**src/rtl/core/stm_pkg.sv**
```systemverilog
// ----------------------------------------------------------------------------
// stm_pkg
// shared types and codes for the sparse triplet merge-subtract block
// ----------------------------------------------------------------------------
package stm_pkg;

    localparam int ACTION_W    = 2;
    localparam int FIELD_W     = 16;
    localparam int VALUE_W     = 32;
    localparam int OUT_VALUE_W = 33;

    localparam logic [ACTION_W-1:0] ACT_LOAD_A = 2'd0;
    localparam logic [ACTION_W-1:0] ACT_LOAD_B = 2'd1;
    localparam logic [ACTION_W-1:0] ACT_RUN    = 2'd2;
    localparam logic [ACTION_W-1:0] ACT_NONE   = 2'd3;

    typedef struct packed {
        logic [ACTION_W-1:0]       kind;
        logic [FIELD_W-1:0]        row;
        logic [FIELD_W-1:0]        col;
        logic signed [VALUE_W-1:0] value;
    } cmd_t;

    typedef struct packed {
        logic valid;
        cmd_t cmd;
    } qhead_t;

endpackage

```
**src/rtl/core/stm_front.sv**
```systemverilog
// ----------------------------------------------------------------------------
// stm_front
// accepts input transfers, drops unused codes, queues commands for the back end
// ----------------------------------------------------------------------------
module stm_front (
    input  logic                      clk,
    input  logic                      rst_n,
    input  logic                      in_valid,
    output logic                      in_stall,
    input  logic [stm_pkg::ACTION_W-1:0] action,
    input  logic [stm_pkg::FIELD_W-1:0]  row,
    input  logic [stm_pkg::FIELD_W-1:0]  col,
    input  logic signed [stm_pkg::VALUE_W-1:0] value,
    output stm_pkg::qhead_t           q_head,
    input  logic                      q_pop
);

    stm_pkg::cmd_t slot_reg [2];
    logic          wr_ptr_reg;
    logic          wr_ptr_next;
    logic          rd_ptr_reg;
    logic          rd_ptr_next;
    logic [1:0]    fill_reg;
    logic [1:0]    fill_next;
    logic          push;
    stm_pkg::cmd_t in_cmd;

    assign in_stall = (fill_reg == 2'd2);
    assign push     = in_valid && !in_stall && (action != stm_pkg::ACT_NONE);

    always_comb
    begin
        in_cmd.kind  = action;
        in_cmd.row   = row;
        in_cmd.col   = col;
        in_cmd.value = value;
    end

    always_comb
    begin
        wr_ptr_next = push ? !wr_ptr_reg : wr_ptr_reg;
        rd_ptr_next = q_pop ? !rd_ptr_reg : rd_ptr_reg;
        fill_next   = fill_reg;
        if (push && !q_pop)
        begin
            fill_next = fill_reg + 2'd1;
        end
        else if (!push && q_pop)
        begin
            fill_next = fill_reg - 2'd1;
        end
    end

    always_ff @(posedge clk or negedge rst_n)
    begin
        if (!rst_n)
        begin
            wr_ptr_reg <= 1'b0;
            rd_ptr_reg <= 1'b0;
            fill_reg   <= 2'd0;
        end
        else
        begin
            wr_ptr_reg <= wr_ptr_next;
            rd_ptr_reg <= rd_ptr_next;
            fill_reg   <= fill_next;
        end
    end

    always_ff @(posedge clk)
    begin
        if (push)
        begin
            slot_reg[wr_ptr_reg] <= in_cmd;
        end
    end

    assign q_head.valid = (fill_reg != 2'd0);
    assign q_head.cmd   = slot_reg[rd_ptr_reg];

endmodule

```
**config.mk**
```make
export PLATFORM = sky130hd
export DESIGN_NAME = stm_front
export DESIGN_NICKNAME = d
export VERILOG_FILES = /design/src/rtl/core/stm_pkg.sv /design/src/rtl/core/stm_front.sv
export SDC_FILE = /design/constraint.sdc
export NUM_CORES = 1
export LEC_CHECK = 0
export BUFFER_PORTS_ARGS = -buffer_cell sky130_fd_sc_hd__buf_2
export CORE_MARGIN = 4
export CORE_UTILIZATION = 28
export DETAILED_ROUTE_END_ITERATION = 10
export HOLD_SLACK_MARGIN = 0.12
export PLACE_DENSITY_LB_ADDON = 0.3
export SLEW_MARGIN = 20
export SYNTH_ARGS = -nofsm -noshare
export SYNTH_HDL_FRONTEND = slang
export SYNTH_SLANG_ARGS = --single-unit
```
**constraint.sdc**
```tcl
create_clock -name clk -period 6.49 [get_ports clk]
set_clock_uncertainty 0.2 [all_clocks]
set_input_delay 0.649 -clock clk [delete_from_list [all_inputs] [get_ports clk]]
set_output_delay 0.649 -clock clk [all_outputs]
set_load 0.05 [all_outputs]
```
==> key figures <==
Worst setup path
  – Arrival time at the worst endpoint: 2100 ps
  – CP Capture Type: output port
  – Crit-path max FO: 35
  – WP buf/inv: 2
  – CP max-delay cell: dfrtp_4
  – WS Path Type: register to output port
  – Startpoint types: register
  – Worst Path Required: 5640 ps
  – CP delay by family, top: flip-flops
  – Critical path's largest stage delay: 780 ps
  – Worst path cell trace: buf_16 > mux2_2 > buf_2

Floorplan
  – IO Pins: 138
  – Core Region: ~18000 um^2
  – Die area: about 20000 um^2
  – Die height: between 100 and 150 um
  – Initial Util: between 20% and 30%
  – Row count: 48
  – Die W: approximately 140 um

Routing
  – Post-DR vias/cell: about 4
  – DRT Pass-1 Iters: 4
  – Routed Antenna Nets: 0
  – Routed WL: between 9 and 10 mm
  – First DRT Iteration DRCs: 92
  – Routed len/inst: roughly 16 um
  – Detailed-route via count: ~2.5k
  – Drt drc: 0

Placed design
  – Final GP Congestion: about 0.7
  – Placed cells: between 500 and 600
  – Hpwl dp: between 6 and 7 mm
  – Port Buffers: between 100 and 150

Pwr
  – Clock share of power: a little over a quarter
  – Comb power frac: 37.3%
  – Leakage: approximately 2.6 nW
  – PwrDens: between 500 and 600 nW/um^2
  – NetSw: ~1.3 mW
  – VDD IR max: around 0.00023 V
  – Total power: around 3.5 mW
  – Internal Power: about 2.2 mW
  – Seq pwr share: a little over a third
  – Net Sw Frac: between 30% and 40%

Finish
  – Final cell count without fillers: approximately 620
  – Max FFs per register: 132
  – Final core utilization: a little under two fifths
  – Most frequent cells in the layout: buf_2 (137), edfxtp_1 (132), mux2_2 (36), mux2_4 (30), clkbuf_16 (17)
  – Layout cell share with drive strength beyond 1: between 60% and 70%
  – Fin nets: 450
  – Ant diodes: 0
  – Commonest non-fill, non-tap cell in the layout: buf_2
  – Synthesis-to-finish area growth: 31.9%

Timing
  – Slew margin rel.: about half
  – RSZ-0062 raised after global routing: false
  – Achievable Freq: ~340 MHz
  – Final Hold Viols: 0
  – # setup viols final: 0
  – Max-slew violations: 0
  – Hold slack: around 230 ps
  – Setup_tns: 0 ps
  – Crit path time final: just under 3000 ps
  – Part of the cycle the worst path needs: 45.4%
  – Worst slew pin tran: roughly 740 ps

Synth
  – Seq cells post-synth: around 140
  – Register area share after synthesis: between 80% and 90%
  – Yosys warns: 0
  – Cells after synthesis: around 230
  – Netlist cell types: 16
  – Post-Syn Area per Cell: approximately 23 um^2
  – Synth Net Count: roughly 300
  – Synthesized cell area: slightly above 5000 um^2

Clocking
  – Num CTS Buffers: 17
  – Max Buffers Root-to-Sink: 2
  – CTS tree: done
  – H-tree lvl count: 4
  – Clock slew at reported path FFs: roughly 60 ps
  – Worst-Skew Late Latency: just over 400 ps
  – Root buffer cell: clkbuf_16
  – PostCTS Resize Cnt: 0
  – Clk sink count: 136

Global routing
  – GRT Total Usage: about a tenth
  – Initial antenna violation count: 1
  – Number of global-route vias before repair: roughly 2.8k
  – First-pass GRT wire length: roughly 15 mm
  – Global route overflow: 0
  – Largest net degree at the start of global routing: between 60 and 70

Outcome
  – Status: finished clean

Flow run
  – Maxcap violations: 0

Worst hold path
  – HP Class: primary input to register
==> cell families (layout without fill, tap and decap cells) <==
group | after synthesis | count (layout) | share of synthesized area, %
buffers and inverters | 10 | 177 | 1.33
AND/OR/NAND/NOR | 7 | 7 | 0.690
XOR/XNOR | 5 | 5 | 0.862
adder cells (fa/ha/maj) | 1 | 1 | 0.246
flip-flops | 136 | 136 | 80.0
multiplexers | 66 | 66 | 16.9
==> power by group through the flow <==
stage,registers [mW],clock network [mW],logic (mW)
finish,1.24,0.964,1.31
CTS,1.30,0.995,1.28
global route,1.26,1.04,1.38
global placement,1.31,0,1.26
detailed placement,1.32,0,1.27
floorplan,1.21,0,1.10
==> worst register-to-register path, stage by stage (launching register included) <==
cell and delay (ps):
dfrtp_1 390, nor2b_1 150, nand3b_1 320, nor2_4 460, buf_4 690
==> final cells by class <==
class / count / area, um^2
Sequential cell: 136 / 4070
Tap cell: 225 / 282
Fill cell: 1653 / 10800
Clock inverter: 10 / 118
Clock buffer: 22 / 494
Inverter: 3 / 11.3
Timing Repair Buffer: 142 / 766
Multi-Input combinational cell: 79 / 962
==> Yosys cell counts <==
cell type	count	area share [%]
nor2b_1	1	0.12
nor2_1	3	0.22
buf_2	3	0.30
ha_1	1	0.25
nand3b_1	1	0.15
mux2_2	36	8.0
xnor2_1	2	0.34
nand2_1	1	0.074
buf_4	1	0.15
mux2_4	30	8.9
edfxtp_1	132	78
inv_1	3	0.22
dfrtp_1	4	2.0
xor2_1	3	0.52
buf_6	3	0.67
or2_2	1	0.12
==> path summary, 6_finish.rpt <==
check / start / endpoint / slack [ps] / cells after the start
worst min-delay path: row[3] / slot_reg[1][51] / 230 / 1
max in group asynchronous: rst_n / rd_ptr_reg / 5570 / 2
worst max-delay path: rd_ptr_reg / q_head[0] / 3540 / 3
worst max register to register: fill_reg[1] / slot_reg[0][20] / 3870 / 4
worst min register to register: fill_reg[1] / fill_reg[1] / 280 / 1
min in group asynchronous: rst_n / fill_reg[1] / 370 / 2
==> routing by layer <==
metal,GRT usage [%],routed length (um)
met5,0,7
met4,3.60,110
met3,4.69,777
met2,17.0,4940
met1,10.4,3830
==> timing repair <==
item                       in CTS  in global routing
buffers inserted                0                  0
hold endpoints to repair        4                  0
setup endpoints to repair       0                  0
hold buffers                    1                  0
==> stage by stage <==
step	worst slack (ps)	cell area, um^2
2_1_floorplan	2030	5080
3_3_place_gp	3240	6020
3_5_place_dp	3590	6050
4_1_cts	3290	6670
5_1_grt	3430	6700
6_report	3540	6700
No activity file was read; power rests on OpenSTA's default activity.
